$ cat src/cqfp_pkg.sv
// ----------------------------------------------------------------------------
// cqfp_pkg
// Shared codes, key tables and character classes for the callback query
// field parser.
// ----------------------------------------------------------------------------
package cqfp_pkg;

	// field tags
	localparam logic [1:0] FIELD_ERROR = 2'd0;
	localparam logic [1:0] FIELD_CODE  = 2'd1;
	localparam logic [1:0] FIELD_STATE = 2'd2;
	localparam logic [1:0] FIELD_NONE  = 2'd3;

	// verdict codes
	localparam logic [1:0] STATUS_OK      = 2'd0;
	localparam logic [1:0] STATUS_INVALID = 2'd1;
	localparam logic [1:0] STATUS_IDP     = 2'd2;

	// pair phase codes
	localparam logic [1:0] PHASE_KEY   = 2'd0;
	localparam logic [1:0] PHASE_VALUE = 2'd1;

	// percent escape stages
	localparam logic [1:0] ESC_IDLE = 2'd0;
	localparam logic [1:0] ESC_HIGH = 2'd1;
	localparam logic [1:0] ESC_LOW  = 2'd2;

	// special bytes
	localparam logic [7:0] CHAR_AMP     = 8'h26;
	localparam logic [7:0] CHAR_EQ      = 8'h3D;
	localparam logic [7:0] CHAR_PERCENT = 8'h25;
	localparam logic [7:0] CHAR_PLUS    = 8'h2B;
	localparam logic [7:0] CHAR_SPACE   = 8'h20;
	localparam logic [7:0] CHAR_DEL     = 8'h7F;

	localparam logic [2:0] KEY_POS_MAX = 3'd7;

	// length of each key text
	function automatic logic [2:0] key_len(input logic [1:0] k);
		case (k)
			FIELD_ERROR: key_len = 3'd5;
			FIELD_CODE:  key_len = 3'd4;
			FIELD_STATE: key_len = 3'd5;
			default:     key_len = 3'd0;
		endcase
	endfunction

	// character of a key text at a position
	function automatic logic [7:0] key_char(input logic [1:0] k, input logic [2:0] pos);
		logic [39:0] txt;
		case (k)
			FIELD_ERROR: txt = "error";
			FIELD_CODE:  txt = {"code", 8'h00};
			FIELD_STATE: txt = "state";
			default:     txt = '0;
		endcase
		case (pos)
			3'd0:    key_char = txt[39:32];
			3'd1:    key_char = txt[31:24];
			3'd2:    key_char = txt[23:16];
			3'd3:    key_char = txt[15:8];
			3'd4:    key_char = txt[7:0];
			default: key_char = 8'h00;
		endcase
	endfunction

	// hex digit value, 16 when not a hex digit
	function automatic logic [4:0] hex_digit(input logic [7:0] c);
		if (c >= 8'h30 && c <= 8'h39) begin
			hex_digit = {1'b0, c[3:0]};
		end else if ((c >= 8'h61 && c <= 8'h66) || (c >= 8'h41 && c <= 8'h46)) begin
			hex_digit = {1'b0, c[3:0] + 4'd9};
		end else begin
			hex_digit = 5'd16;
		end
	endfunction

	// base64url alphabet
	function automatic logic b64url_char(input logic [7:0] c);
		b64url_char = (c >= 8'h41 && c <= 8'h5A) || (c >= 8'h61 && c <= 8'h7A) ||
			(c >= 8'h30 && c <= 8'h39) || c == 8'h2D || c == 8'h5F;
	endfunction

endpackage

$ cat src/cqfp_in_if.sv
// ----------------------------------------------------------------------------
// cqfp_in_if
// Query byte channel: one beat per query byte or end marker.
// ----------------------------------------------------------------------------
interface cqfp_in_if;
	logic       valid;
	logic       ready;
	logic [7:0] in_byte;
	logic       byte_present;
	logic       last_byte;

	modport source (output valid, output in_byte, output byte_present, output last_byte,
		input ready);
	modport sink (input valid, input in_byte, input byte_present, input last_byte,
		output ready);
endinterface

$ cat src/cqfp_out_if.sv
// ----------------------------------------------------------------------------
// cqfp_out_if
// Result channel: decoded value bytes and the end-of-query verdict.
// ----------------------------------------------------------------------------
interface cqfp_out_if;
	logic       valid;
	logic       ready;
	logic       value_valid;
	logic [7:0] value_byte;
	logic [1:0] value_field;
	logic       done_res;
	logic [1:0] status;
	logic       error_text_usable;

	modport source (output valid, output value_valid, output value_byte,
		output value_field, output done_res, output status, output error_text_usable,
		input ready);
	modport sink (input valid, input value_valid, input value_byte,
		input value_field, input done_res, input status, input error_text_usable,
		output ready);
endinterface

$ cat src/callback_query_field_parser.sv
// ----------------------------------------------------------------------------
// callback_query_field_parser
// Streaming form-urlencoded parser for the error, code and state fields of
// a login callback query.
// ----------------------------------------------------------------------------
// Usage: the sender pushes one beat per query byte on in_ch; last_byte marks
// the final beat of a query, and a beat with byte_present low only carries
// that end marker (an empty query). Each decoded byte of a matched value
// leaves on out_ch tagged with its field; the final beat of a query yields a
// result with done_res high and the verdict in status, and error_text_usable
// when the identity provider sent a clean error text. Beats that produce
// nothing (key bytes, '&', escape lead-ins, bad values) give no result.
// Each accepted beat sits in the input register; the decode logic loads its
// result into the result register when the beat advances, and out_ch shows
// the result register.
// Throughput: one beat per cycle, with the parse state registers updated as
// each beat advances; the block keeps taking beats while out_ch is ready.
// When the receiver stalls, the result register holds and one more beat
// waits in the input register; then in_ch.ready drops.
// Reset: arst_n clears all parse state and both registers go empty; after
// each final beat the parse state returns to its reset values.
// ----------------------------------------------------------------------------
module callback_query_field_parser #(
	parameter int CODE_MAX_LEN  = 1024,
	parameter int ERROR_MAX_LEN = 128,
	parameter int SECRET_LEN    = 43
) (
	input logic       clk,
	input logic       arst_n,
	cqfp_in_if.sink   in_ch,
	cqfp_out_if.source out_ch
);
	import cqfp_pkg::*;

	localparam int ERR_LW  = $clog2(ERROR_MAX_LEN + 1);
	localparam int CODE_LW = $clog2(CODE_MAX_LEN + 1);
	localparam int ST_LW   = $clog2(SECRET_LEN + 1);

	// input stage
	logic       valid_s1;
	logic [7:0] byte_s1;
	logic       present_s1;
	logic       last_s1;
	logic       advance;

	// parse state
	logic [1:0]         pair_phase_q;
	logic [2:0]         key_pos_q;
	logic [2:0]         key_match_q;
	logic [1:0]         active_field_q;
	logic [1:0]         esc_q;
	logic [3:0]         high_nibble_q;
	logic [2:0]         field_found_q;
	logic [2:0]         field_bad_q;
	logic [ERR_LW-1:0]  err_len_q;
	logic [CODE_LW-1:0] code_len_q;
	logic [ST_LW-1:0]   state_len_q;
	logic               state_chars_ok_q;

	// next state
	logic [1:0]         pair_phase_d;
	logic [2:0]         key_pos_d;
	logic [2:0]         key_match_d;
	logic [1:0]         active_field_d;
	logic [1:0]         esc_d;
	logic [3:0]         high_nibble_d;
	logic [2:0]         field_found_d;
	logic [2:0]         field_bad_d;
	logic [ERR_LW-1:0]  err_len_d;
	logic [CODE_LW-1:0] code_len_d;
	logic [ST_LW-1:0]   state_len_d;
	logic               state_chars_ok_d;

	// result
	logic       has_result;
	logic       emit;
	logic [7:0] emit_byte;
	logic [1:0] emit_field;
	logic [1:0] status_d;
	logic       usable_d;

	// result register
	logic       out_valid_q;
	logic       value_valid_q;
	logic [7:0] value_byte_q;
	logic [1:0] value_field_q;
	logic       done_q;
	logic [1:0] status_q;
	logic       usable_q;

	// handshake control
	assign advance     = valid_s1 && (!out_valid_q || out_ch.ready);
	assign in_ch.ready = !valid_s1 || advance;

	// input register
	always_ff @(posedge clk or negedge arst_n) begin
		if (!arst_n) begin
			valid_s1 <= 1'b0;
		end else if (in_ch.ready) begin
			valid_s1 <= in_ch.valid;
		end
	end

	always_ff @(posedge clk) begin
		if (in_ch.ready && in_ch.valid) begin
			byte_s1    <= in_ch.in_byte;
			present_s1 <= in_ch.byte_present;
			last_s1    <= in_ch.last_byte;
		end
	end

	// decode of one beat against the running parse state
	always_comb begin
		logic [2:0] act_mask;
		logic [2:0] eq_mask;
		logic [1:0] match_f;
		logic [4:0] hex_v;
		logic       dec_valid;
		logic [7:0] dec_c;
		logic       len_full;
		logic       code_ok;
		logic       state_ok;

		pair_phase_d     = pair_phase_q;
		key_pos_d        = key_pos_q;
		key_match_d      = key_match_q;
		active_field_d   = active_field_q;
		esc_d            = esc_q;
		high_nibble_d    = high_nibble_q;
		field_found_d    = field_found_q;
		field_bad_d      = field_bad_q;
		err_len_d        = err_len_q;
		code_len_d       = code_len_q;
		state_len_d      = state_len_q;
		state_chars_ok_d = state_chars_ok_q;
		emit             = 1'b0;
		emit_byte        = 8'h00;
		emit_field       = FIELD_ERROR;
		status_d         = STATUS_OK;
		usable_d         = 1'b0;
		dec_valid        = 1'b0;
		dec_c            = 8'h00;
		match_f          = FIELD_NONE;
		eq_mask          = '0;
		len_full         = 1'b0;
		code_ok          = 1'b0;
		state_ok         = 1'b0;
		hex_v            = hex_digit(byte_s1);

		// one-hot of the active field, empty for no field
		act_mask = (active_field_q == FIELD_NONE) ? 3'b000 : (3'b001 << active_field_q);

		if (present_s1) begin
			if (byte_s1 == CHAR_AMP) begin
				// pair separator: cut-short escape spoils the value
				if (pair_phase_q == PHASE_VALUE && esc_q != ESC_IDLE) begin
					field_bad_d = field_bad_d | act_mask;
				end
				pair_phase_d   = PHASE_KEY;
				key_pos_d      = '0;
				key_match_d    = 3'b111;
				active_field_d = FIELD_NONE;
				esc_d          = ESC_IDLE;
				high_nibble_d  = '0;
			end else if (pair_phase_q == PHASE_KEY) begin
				if (byte_s1 == CHAR_EQ) begin
					// end of key: pick the matched field
					for (int k = 0; k < 3; k++) begin
						if (key_match_q[k] && key_pos_q == key_len(2'(k))) begin
							match_f = 2'(k);
						end
					end
					if (match_f != FIELD_NONE) begin
						eq_mask       = 3'b001 << match_f;
						field_bad_d   = field_bad_d | (field_found_q & eq_mask);
						field_found_d = field_found_q | eq_mask;
					end
					active_field_d = match_f;
					pair_phase_d   = PHASE_VALUE;
					esc_d          = ESC_IDLE;
				end else begin
					// key byte: narrow the candidate keys
					for (int k = 0; k < 3; k++) begin
						if (key_pos_q >= key_len(2'(k)) ||
							key_char(2'(k), key_pos_q) != byte_s1) begin
							key_match_d[k] = 1'b0;
						end
					end
					if (key_pos_q < KEY_POS_MAX) begin
						key_pos_d = key_pos_q + 3'd1;
					end
				end
			end else if ((act_mask & ~field_bad_q) != 3'b000) begin
				// value byte of a live field
				if (esc_q == ESC_HIGH) begin
					if (hex_v[4]) begin
						field_bad_d = field_bad_d | act_mask;
						esc_d       = ESC_IDLE;
					end else begin
						high_nibble_d = hex_v[3:0];
						esc_d         = ESC_LOW;
					end
				end else if (esc_q == ESC_LOW) begin
					esc_d = ESC_IDLE;
					if (hex_v[4]) begin
						field_bad_d = field_bad_d | act_mask;
					end else begin
						dec_valid = 1'b1;
						dec_c     = {high_nibble_q, hex_v[3:0]};
					end
				end else if (byte_s1 == CHAR_PERCENT) begin
					esc_d = ESC_HIGH;
				end else begin
					dec_valid = 1'b1;
					dec_c     = (byte_s1 == CHAR_PLUS) ? CHAR_SPACE : byte_s1;
				end
			end
		end

		// decoded byte: length and character checks
		if (dec_valid) begin
			case (active_field_q)
				FIELD_ERROR: len_full = err_len_q >= ERR_LW'(ERROR_MAX_LEN);
				FIELD_CODE:  len_full = code_len_q >= CODE_LW'(CODE_MAX_LEN);
				FIELD_STATE: len_full = state_len_q >= ST_LW'(SECRET_LEN);
				default:     len_full = 1'b1;
			endcase
			if (dec_c < CHAR_SPACE || dec_c == CHAR_DEL || len_full) begin
				field_bad_d = field_bad_d | act_mask;
			end else begin
				emit       = 1'b1;
				emit_byte  = dec_c;
				emit_field = active_field_q;
				case (active_field_q)
					FIELD_ERROR: err_len_d = err_len_q + ERR_LW'(1);
					FIELD_CODE:  code_len_d = code_len_q + CODE_LW'(1);
					FIELD_STATE: begin
						state_len_d = state_len_q + ST_LW'(1);
						if (!b64url_char(dec_c)) begin
							state_chars_ok_d = 1'b0;
						end
					end
					default: ;
				endcase
			end
		end

		// final beat: verdict and return to reset state
		if (last_s1) begin
			if (pair_phase_d == PHASE_VALUE && active_field_d != FIELD_NONE &&
				esc_d != ESC_IDLE) begin
				field_bad_d = field_bad_d | (3'b001 << active_field_d);
			end
			code_ok  = field_found_d[FIELD_CODE] && !field_bad_d[FIELD_CODE] &&
				code_len_d != '0;
			state_ok = field_found_d[FIELD_STATE] && !field_bad_d[FIELD_STATE] &&
				state_len_d == ST_LW'(SECRET_LEN) && state_chars_ok_d;
			if (field_found_d[FIELD_ERROR]) begin
				status_d = STATUS_IDP;
				usable_d = !field_bad_d[FIELD_ERROR] && err_len_d != '0;
			end else begin
				status_d = (code_ok && state_ok) ? STATUS_OK : STATUS_INVALID;
			end
			pair_phase_d     = PHASE_KEY;
			key_pos_d        = '0;
			key_match_d      = 3'b111;
			active_field_d   = FIELD_NONE;
			esc_d            = ESC_IDLE;
			high_nibble_d    = '0;
			field_found_d    = '0;
			field_bad_d      = '0;
			err_len_d        = '0;
			code_len_d       = '0;
			state_len_d      = '0;
			state_chars_ok_d = 1'b1;
		end

		has_result = emit || last_s1;
	end

	// parse state update
	always_ff @(posedge clk or negedge arst_n) begin
		if (!arst_n) begin
			pair_phase_q     <= PHASE_KEY;
			key_pos_q        <= '0;
			key_match_q      <= 3'b111;
			active_field_q   <= FIELD_NONE;
			esc_q            <= ESC_IDLE;
			high_nibble_q    <= '0;
			field_found_q    <= '0;
			field_bad_q      <= '0;
			err_len_q        <= '0;
			code_len_q       <= '0;
			state_len_q      <= '0;
			state_chars_ok_q <= 1'b1;
		end else if (advance) begin
			pair_phase_q     <= pair_phase_d;
			key_pos_q        <= key_pos_d;
			key_match_q      <= key_match_d;
			active_field_q   <= active_field_d;
			esc_q            <= esc_d;
			high_nibble_q    <= high_nibble_d;
			field_found_q    <= field_found_d;
			field_bad_q      <= field_bad_d;
			err_len_q        <= err_len_d;
			code_len_q       <= code_len_d;
			state_len_q      <= state_len_d;
			state_chars_ok_q <= state_chars_ok_d;
		end
	end

	// result register valid
	always_ff @(posedge clk or negedge arst_n) begin
		if (!arst_n) begin
			out_valid_q <= 1'b0;
		end else if (advance) begin
			out_valid_q <= has_result;
		end else if (out_ch.ready) begin
			out_valid_q <= 1'b0;
		end
	end

	// result register payload
	always_ff @(posedge clk) begin
		if (advance && has_result) begin
			value_valid_q <= emit;
			value_byte_q  <= emit_byte;
			value_field_q <= emit_field;
			done_q        <= last_s1;
			status_q      <= status_d;
			usable_q      <= usable_d;
		end
	end

	assign out_ch.valid             = out_valid_q;
	assign out_ch.value_valid       = value_valid_q;
	assign out_ch.value_byte        = value_byte_q;
	assign out_ch.value_field       = value_field_q;
	assign out_ch.done_res          = done_q;
	assign out_ch.status            = status_q;
	assign out_ch.error_text_usable = usable_q;

	// every result beat carries a byte or a verdict
	a_result_nonempty: assert property (@(posedge clk) disable iff (!arst_n)
		out_ch.valid |-> (out_ch.value_valid || out_ch.done_res))
		else $error("result beat with neither byte nor verdict");

	// verdict fields quiet on non-final beats
	a_status_only_done: assert property (@(posedge clk) disable iff (!arst_n)
		out_ch.valid && !out_ch.done_res |->
			out_ch.status == STATUS_OK && !out_ch.error_text_usable)
		else $error("status set on a non-final beat");

	// usable error text only with an identity provider error
	a_usable_idp: assert property (@(posedge clk) disable iff (!arst_n)
		out_ch.valid && out_ch.error_text_usable |-> out_ch.status == STATUS_IDP)
		else $error("error text usable without idp status");

	// input stage holds its beat while the result register is stalled
	a_s1_hold: assert property (@(posedge clk) disable iff (!arst_n)
		valid_s1 && out_valid_q && !out_ch.ready |=> valid_s1 && $stable(byte_s1))
		else $error("input stage beat lost under stall");

	// parse state returns to reset after the final beat
	a_reset_after_last: assert property (@(posedge clk) disable iff (!arst_n)
		advance && last_s1 |=>
			pair_phase_q == PHASE_KEY && field_found_q == 3'b000 && field_bad_q == 3'b000)
		else $error("parse state not cleared after final beat");

endmodule

$ cat src/flat_wrapper.sv
// flat-port wrapper written by rule: the top's interface ports become plain ports
module callback_query_field_parser_flat import cqfp_pkg::*;
#(
	parameter int CODE_MAX_LEN  = 1024,
	parameter int ERROR_MAX_LEN = 128,
	parameter int SECRET_LEN    = 43
)
  (clk, arst_n, in_ch_valid, in_ch_in_byte, in_ch_byte_present, in_ch_last_byte, in_ch_ready, out_ch_valid, out_ch_value_valid, out_ch_value_byte, out_ch_value_field, out_ch_done_res, out_ch_status, out_ch_error_text_usable, out_ch_ready);
  cqfp_in_if in_ch_i ();
  cqfp_out_if out_ch_i ();
  input logic clk;
  input logic arst_n;
  input wire logic [$bits(in_ch_i.valid)-1:0] in_ch_valid;
  input wire logic [$bits(in_ch_i.in_byte)-1:0] in_ch_in_byte;
  input wire logic [$bits(in_ch_i.byte_present)-1:0] in_ch_byte_present;
  input wire logic [$bits(in_ch_i.last_byte)-1:0] in_ch_last_byte;
  output wire logic [$bits(in_ch_i.ready)-1:0] in_ch_ready;
  output wire logic [$bits(out_ch_i.valid)-1:0] out_ch_valid;
  output wire logic [$bits(out_ch_i.value_valid)-1:0] out_ch_value_valid;
  output wire logic [$bits(out_ch_i.value_byte)-1:0] out_ch_value_byte;
  output wire logic [$bits(out_ch_i.value_field)-1:0] out_ch_value_field;
  output wire logic [$bits(out_ch_i.done_res)-1:0] out_ch_done_res;
  output wire logic [$bits(out_ch_i.status)-1:0] out_ch_status;
  output wire logic [$bits(out_ch_i.error_text_usable)-1:0] out_ch_error_text_usable;
  input wire logic [$bits(out_ch_i.ready)-1:0] out_ch_ready;
  assign in_ch_i.valid = in_ch_valid;
  assign in_ch_i.in_byte = in_ch_in_byte;
  assign in_ch_i.byte_present = in_ch_byte_present;
  assign in_ch_i.last_byte = in_ch_last_byte;
  assign in_ch_ready = in_ch_i.ready;
  assign out_ch_valid = out_ch_i.valid;
  assign out_ch_value_valid = out_ch_i.value_valid;
  assign out_ch_value_byte = out_ch_i.value_byte;
  assign out_ch_value_field = out_ch_i.value_field;
  assign out_ch_done_res = out_ch_i.done_res;
  assign out_ch_status = out_ch_i.status;
  assign out_ch_error_text_usable = out_ch_i.error_text_usable;
  assign out_ch_i.ready = out_ch_ready;
  callback_query_field_parser #(.CODE_MAX_LEN(CODE_MAX_LEN), .ERROR_MAX_LEN(ERROR_MAX_LEN), .SECRET_LEN(SECRET_LEN)) u_core (.clk(clk), .arst_n(arst_n), .in_ch(in_ch_i), .out_ch(out_ch_i));
endmodule
$ cat config.mk
export PLATFORM = sky130hd
export DESIGN_NAME = callback_query_field_parser_flat
export DESIGN_NICKNAME = d
export VERILOG_FILES = /design/src/cqfp_pkg.sv /design/src/cqfp_in_if.sv /design/src/cqfp_out_if.sv /design/src/callback_query_field_parser.sv /design/src/flat_wrapper.sv
export SDC_FILE = /design/constraint.sdc
export NUM_CORES = 1
export LEC_CHECK = 0
export BUFFER_PORTS_ARGS = -buffer_cell sky130_fd_sc_hd__clkbuf_2
export CORE_UTILIZATION = 56
export DETAILED_ROUTE_END_ITERATION = 12
export GPL_TIMING_DRIVEN = 1
export PLACE_DENSITY = 0.79
export SYNTH_ARGS = -nofsm -noshare
export SYNTH_HDL_FRONTEND = slang
export SYNTH_SLANG_ARGS = --single-unit
$ cat constraint.sdc
create_clock -name clk -period 3.3 [get_ports clk]
set_clock_uncertainty 0.1 [all_clocks]
set_input_delay 0.165 -clock clk [delete_from_list [all_inputs] [get_ports clk]]
set_output_delay 0.165 -clock clk [all_outputs]
set_load 0.005 [all_outputs]
* Yosys cells after proc, flatten, opt, wreduce, memory -nomap -nowiden
Index checks and enable logic that the tools add are counted.
Word-level totals: register bits 75, bits of input ports 14, output and inout bits 17, logic and storage cells 304
Cells by class: add/sub/neg operators 5, $lt $le $gt $ge 19, eq/ne operators 29, shifts and indexed selects 3, muxes and demuxes 145, bitwise operators 10, reductions and logical operators 67
Operators by type and width (number):
- 8-bit two-way mux | 25
- 3-bit two-way mux | 49
- 2-bit two-way mux | 28
- 7-bit case mux with 4 select lines | 2
- 11-bit two-way mux | 4
- 8-bit by 6-bit == test with 1-bit output (second input constant) | 5
- 8-bit by 7-bit greater-or-equal comparator with 1-bit output (second input constant) | 4
- 8-bit by 7-bit less-or-equal comparator with 1-bit output (second input constant) | 4
- 4-bit two-way mux | 7
- 6-bit two-way mux | 4
- 8-bit != test | 3
- 3-bit nonzero test | 8
- 1-bit logical AND | 22
- 1-bit two-way mux | 22
- 7-bit case mux with 3 select lines | 1
- 5-bit AND reduction | 4
- 8-bit by 7-bit == test with 1-bit output (second input constant) | 2
- 8-bit by 6-bit greater-or-equal comparator with 1-bit output (second input constant) | 2
- 8-bit by 6-bit less-or-equal comparator with 1-bit output (second input constant) | 2
- 3-bit bitwise OR | 5
- 1-bit logical OR | 13
- 11-bit by 1-bit adder with 11-bit output (second input constant) | 1
- 11-bit greater-or-equal comparator (second input constant) | 1
- 11-bit nonzero test | 1
- 34 further kinds | 59

* Depth between registers and ports, before layout
depth in word-level cells 35, mapped depth 15, gate-level depth less buffers 14

* Worst setup path before layout
No wires, ideal clock.
path kind register to register, start reg u_core.byte_s1[0], end reg u_core.done_q (netlist: u_core.out_ch.done_res) (enable), setup time 0.386 ns, arrival time 2.979 ns, data required time 2.814 ns, path slack -0.165 ns, cell stages (with the launch flop) 13, path buffers 1, clock period less this slack 3.465 ns, path through edfxtp_1 -> clkbuf_1 -> inv_1 -> ha_1 -> o21bai_1 -> a21oi_1 -> a21o_1 -> a31o_2 -> nand4_2 -> nand2_1 -> clkinv_1 -> nor2_1 -> nor2_1
On the way: cells in the longest elaborated chain, start to end 19, elaborated cells on any way between the ends 41, classes of those cells 1 x add/sub; 7 x order compare; 4 x eq/ne; 21 x mux; 8 x reduce/logical
Ends and longest elaborated chain:
- from (decl) | RTL line callback_query_field_parser.sv:41 | logic [7:0] byte_s1;
- from (signal assigned) | RTL line callback_query_field_parser.sv:106 | byte_s1 <= in_ch.in_byte;
- 8-bit by 7-bit greater-or-equal comparator with 1-bit output or 8-bit by 7-bit less-or-equal comparator with 1-bit output (tied branches) | RTL line cqfp_pkg.sv:71 | end else if ((c >= 8'h61 && c <= 8'h66) || (c >= 8'h41 && c <= 8'h46)) begin
- 1-bit logical AND | RTL line cqfp_pkg.sv:71
- 1-bit logical OR | RTL line cqfp_pkg.sv:71
- 5-bit two-way mux | RTL line cqfp_pkg.sv:71
- 5-bit two-way mux | RTL line cqfp_pkg.sv:69 | if (c >= 8'h30 && c <= 8'h39) begin
- 8-bit two-way mux | RTL line callback_query_field_parser.sv:205 | if (hex_v[4]) begin
- 8-bit two-way mux | RTL line callback_query_field_parser.sv:203 | end else if (esc_q == ESC_LOW) begin
- 8-bit two-way mux | RTL line callback_query_field_parser.sv:195 | if (esc_q == ESC_HIGH) begin
- (+3 left out)
- 8-bit two-way mux | RTL line callback_query_field_parser.sv:153 | if (present_s1) begin
- 8-bit by 6-bit < comparator with 1-bit output or 8-bit by 7-bit == test with 1-bit output (tied branches) | RTL line callback_query_field_parser.sv:228 | if (dec_c < CHAR_SPACE || dec_c == CHAR_DEL || len_full) begin
- 1-bit logical OR (2 in a row) | RTL line callback_query_field_parser.sv:228
- 1-bit two-way mux | RTL line callback_query_field_parser.sv:228
- 1-bit two-way mux (*) | RTL line callback_query_field_parser.sv:221 | if (dec_valid) begin
- net u_core.emit | RTL line callback_query_field_parser.sv:76 | logic emit;
- 1-bit logical OR (*) | RTL line callback_query_field_parser.sv:278 | has_result = emit || last_s1;
- 1-bit logical AND (*) | RTL line callback_query_field_parser.sv:325 | if (advance && has_result) begin
- to (signal assigned) | RTL line callback_query_field_parser.sv:329 | done_q <= last_s1;
- to (decl) | RTL line callback_query_field_parser.sv:87 | logic done_q;
Mark *: on every way through the listed nets, which the timed path passes. The rest lies on a longest branch. A chain may end at the register's enable or synchronous reset.

* Worst setup path after layout
start reg u_core.byte_s1[0], end reg u_core.status_q[0] (netlist: u_core.out_ch.status[0]), data pin
On the way: cells in the longest elaborated chain, start to end 26, elaborated cells on any way between the ends 114, classes of those cells 1 x add/sub; 13 x order compare; 10 x eq/ne; 1 x shift; 61 x mux; 2 x bitwise; 26 x reduce/logical
Ends and longest elaborated chain:
- 8-bit by 7-bit greater-or-equal comparator with 1-bit output or 8-bit by 7-bit less-or-equal comparator with 1-bit output (tied branches) | RTL line cqfp_pkg.sv:71
- 1-bit logical AND | RTL line cqfp_pkg.sv:71
- 1-bit logical OR | RTL line cqfp_pkg.sv:71
- 5-bit two-way mux | RTL line cqfp_pkg.sv:71
- 5-bit two-way mux | RTL line cqfp_pkg.sv:69
- 8-bit two-way mux | RTL line callback_query_field_parser.sv:205
- 8-bit two-way mux | RTL line callback_query_field_parser.sv:203
- 8-bit two-way mux | RTL line callback_query_field_parser.sv:195
- (+9 left out)
- 3-bit bitwise OR | RTL line callback_query_field_parser.sv:252 | field_bad_d = field_bad_d | (3'b001 << active_field_d);
- 3-bit two-way mux | RTL line callback_query_field_parser.sv:250 | if (pair_phase_d == PHASE_VALUE && active_field_d != FIELD_NONE &&
- 3-bit two-way mux | RTL line callback_query_field_parser.sv:249 | if (last_s1) begin
- 1-bit logical NOT | RTL line callback_query_field_parser.sv:256 | state_ok = field_found_d[FIELD_STATE] && !field_bad_d[FIELD_STATE] &&
- 1-bit logical AND (2 in a row) | RTL line callback_query_field_parser.sv:256
- 1-bit logical AND | RTL line callback_query_field_parser.sv:257 | state_len_d == ST_LW'(SECRET_LEN) && state_chars_ok_d;
- 1-bit logical AND | RTL line callback_query_field_parser.sv:262 | status_d = (code_ok && state_ok) ? STATUS_OK : STATUS_INVALID;
- 1-bit two-way mux | RTL line callback_query_field_parser.sv:262
- to (signal assigned) | RTL line callback_query_field_parser.sv:330 | status_q <= status_d;
- to (decl) | RTL line callback_query_field_parser.sv:88 | logic [1:0] status_q;
Parallel ways exist; a longest one is shown, timed or not. The select of a mux whose other input is x is not followed.

==> results by stage <==
Route:
- The aggregate routed wire length is 15160 um.
- The routed via count is 5415.
- The iteration-0 DRC count of the detailed router is 490.
- In the final routed layout, each cell accounts on average for 17.67 um.
- For this run, design rule violations remaining after detail routing come to 0.
- Once detail routing completed, the nets flagged for antenna violations numbered 0.
- Dividing the detail-routed via count by the number of cells gives 6.311.
- Before antenna repair, the detailed router went through 5 iterations.

Yosys:
- The share of async-settable or async-resettable flops after synthesis is 0.6667.
- The post-synth design cell area is 0.005418 sq mm.
- Counting every net in the synthesized netlist gives 679.
- The dominant synthesized flop cell is dfrtp_1.
- The gate count after technology mapping is 652.
- Yosys mapped the design onto 78 distinct sky130hd cell types.
- The number of synthesis warnings is 0.
- The number of flops mapped to enable cells by yosys is 25.
- Synthesis inferred 75 register bits.
- For this run, the register share of the synthesized area comes to 0.3709.
- The average footprint of a synthesized cell is 8.309 sq um.

Die:
- For this design the top-level I/O count stands at 31.
- The width of the die is 100.4 um.
- For this configuration, the core starts out at a cell density of 0.5808.
- The area of the die is 0.01007 sq mm.
- The floorplan core area is 0.009328 sq mm.
- The number of placement rows is 35.
- In this run the vertical extent of the chip is 100.4 um.

Place:
- The count of buffers inserted at the top-level ports is 30.
- The area after detailed placement is 0.005986 sq mm.
- The pre-CTS worst setup slack is -91.77 ps.
- The half-perimeter wire length of the detailed placement result is 10820 um.
- Including well taps, the total number of placed cells is 828.
- The weighted congestion reported at the end of routability-driven placement is 0.9590.

Power and ir drop:
- The maximum resistive drop on vdd is 0.3651 mV.
- The internal power component is 1728 uW.
- For this design the static power due to leakage is 0.002587 uW.
- Summed over all nets, the switching power comes to 882.1 uW.
- In this run the power density over the cells is 407.4 mW/mm^2.
- The switching power share of the total is 0.3380.
- The sum of internal, switching and leakage power is 2610 uW.
- Of the total power, combinational logic draws 0.262.
- The part of the total power dissipated in sequential elements is 0.436.
- The share of total power dissipated in the clock network is 0.302.

Timing:
- Setup slack on the critical path of the routed design comes to 81.12 ps.
- The maximum frequency from static timing analysis is 0.3107 GHz.
- The fraction of the cycle the final worst path needs is 0.9754.
- The worst pin sits at a relative slew slack of 0.2922.
- The number of max-slew violations in the final report was 0.
- Setup repair after global routing could not meet its margin everywhere.
- Setup violations remaining at the end of the flow were counted as 0.
- The total count of hold-check failures in the final report is 0.
- The smallest clock period supported by the final layout is computed as 3219 ps.
- For the pin with the worst max-slew slack, the measured transition is 1062 ps.

Worst setup path:
- At the worst endpoint, the arrival time is 3320 ps.
- STA classifies the critical path endpoint as a flip-flop.
- The cell family contributing the most delay on the critical path is compound AO/OA/AOI/OAI gates.
- In this run the worst path has a maximum fanout of 8.
- The required time of the critical path is 3400 ps.
- The sum of buffers and inverters on the critical path is 2.
- Walking the worst path, the cells encountered are inv_1 -> ha_1 -> o21bai_2 -> a21oi_2 -> a21o_1 -> buf_4 -> a221oi_2 -> nor3_1 -> a311o_1 -> and3_1 -> nand4bb_1 -> a31oi_1.
- The setup path with the least slack is of type flip-flop to flip-flop.
- The startpoint kind of the worst setup timing path is a flip-flop.
- The cell at the slowest stage of the critical path is a221oi_2.
- The largest incremental delay on the critical path is 450 ps.

Clocking:
- No sink is reached through more buffers than the 2 on the longest clock path.
- After clock tree synthesis, the clock-pin slew on the worst setup and hold paths is 80 ps.
- Counting every sink on the clock net gives 75.
- The maximum level of the CTS H-tree is 3.
- The root cell of the clock tree is clkbuf_8.
- The clock buffer count from CTS is 9.
- The clock latency on the worst-skew pair is 360 ps.
- The TritonCTS clock tree is built.

Global route:
- The total overflow left after global routing is 0.
- In the global route stage, overall resource usage came out at 0.3140.
- The first global-routing pass estimated 24700 um of wire.
- Entering global routing, the biggest net connects 43 pins.
- The number of antenna violations at the first check in global routing is 0.
- The number of global-route vias before repair came to 5072.

Final layout:
- The count of fill cells added during filler insertion is 780.
- The fraction of final layout cells with drive strength greater than 1 is 0.2016.
- The final instance count without filler cells is 858.
- The commonest non-fill, non-tap cell in the layout is nand2_1.
- The area growth from synthesis to layout is 18.24%.
- In the layout the commonest cells are nand2_1, buf_4, nor2_1.
- The finished cells cover 0.006406 sq mm.
- The layout net count is 751.
- 0 antenna diodes ended up in the layout.
- The core utilization of the finished layout is 0.6868.

Job:
- The number of max-capacitance violations reported is 0.

Hold path:
- The class of the worst hold path is input pin to flip-flop.

Outcome:
- The flow ran to the end, and the final reports show no timing, DRC or antenna violations.
## final timing paths
check	startpoint	endpoint	slack (ps)	cells past startpoint
setup / recovery	u_core.byte_s1[0]	u_core.out_ch.status[0]	80	12
hold / removal	out_ch_ready	u_core.out_ch.valid	50	3
setup reg to reg	u_core.byte_s1[0]	u_core.out_ch.status[0]	80	12
hold reg to reg	u_core.key_match_q[1]	u_core.key_match_q[1]	390	2
max in group asynchronous	arst_n	u_core.err_len_q[0]	1860	3
min in group asynchronous	arst_n	u_core.code_len_q[2]	440	2
## registers in the layout, summed over array words and instances, names as in the netlist, 2 cells and up
signal / count
u_core.code_len_q: 11
u_core.byte_s1: 8
u_core.err_len_q: 8
u_core.out_ch.value_byte: 8
u_core.state_len_q: 6
u_core.high_nibble_q: 4
u_core.field_bad_q: 3
u_core.field_found_q: 3
u_core.key_match_q: 3
u_core.key_pos_q: 3
u_core.active_field_q: 2
u_core.esc_q: 2
u_core.out_ch.status: 2
u_core.out_ch.value_field: 2
u_core.pair_phase_q: 2
## power by group through the flow
stage	Combinational [uW]	Sequential, uW	Clock (uW)
detailed placement	650	1150	0
global placement	634	1150	0
floorplan	474	1120	0
global route	753	1150	834
finish	683	1140	788
CTS	667	1130	798
## area by class of cell
cell class                      count  area, sq um  area share
Multi-Input combinational cell    512         3191      0.4980
Clock buffer                       10        148.9     0.02324
Inverter                           21        78.83     0.01230
Tap cell                          129        161.4     0.02520
Sequential cell                    75         2009      0.3137
Timing Repair Buffer              105        745.7      0.1164
Clock inverter                      6        71.32     0.01113
## metrics by stage
| step | hold slack (ps) | setup TNS, ps |
|---|---|---|
| 4_1_cts | 50.91 | 0 |
| 2_1_floorplan | -230.6 | 0 |
| 3_3_place_gp | 241.9 | -47.78 |
| 6_report | 45.56 | 0 |
| 3_5_place_dp | 243.6 | -93.28 |
| 5_1_grt | 107.7 | -28.62 |
## worst reg2reg max path, stage by stage (launching register included)
cell and delay, ps:
edfxtp_1 430, inv_1 120, ha_1 260, o21bai_2 230, a21oi_2 100, a21o_1 210, buf_4 180, a221oi_2 450
nor3_1 130, a311o_1 370, and3_1 190, nand4bb_1 170, a31oi_1 150
## cells in the mapped netlist, drive strengths merged (13+ instances only)
library cell,number,share of area
o21ai,50,0.046
nor2,58,0.040
nand3,18,0.017
edfxtp,25,0.14
buf,18,0.020
inv,20,0.014
nand4,13,0.019
ha,13,0.030
dfrtp,44,0.20
a21oi,47,0.043
nor4,13,0.019
nand2,79,0.055
clkbuf,26,0.018
nor3,22,0.022
## kinds of logic (layout without fill, tap and decap cells)
group | Yosys count | in the layout | share of synthesized area
xor+xnor | 8 | 8 | 0.01293
buf+inv | 65 | 142 | 0.05219
simple gates | 280 | 280 | 0.2698
flops | 75 | 75 | 0.3709
mux | 13 | 13 | 0.02425
compound gates | 198 | 198 | 0.2400
fa+ha+maj | 13 | 13 | 0.03002
## routing by layer
layer | GRT usage | share of wire
met4 | 0.1315 | 0.030
met1 | 0.4282 | 0.43
met2 | 0.4984 | 0.46
met5 | 0 | 0
met3 | 0.04875 | 0.084
## repair_timing
item	in CTS	in global routing
setup buffers	0	1
gates resized for setup	1	13
hold buffers	13	0
endpoints found under the setup margin	2	23
endpoints found under the hold margin	42	0
pin swaps	0	6
cloned	0	0
Note: power is estimated with default switching activity, not from simulation.
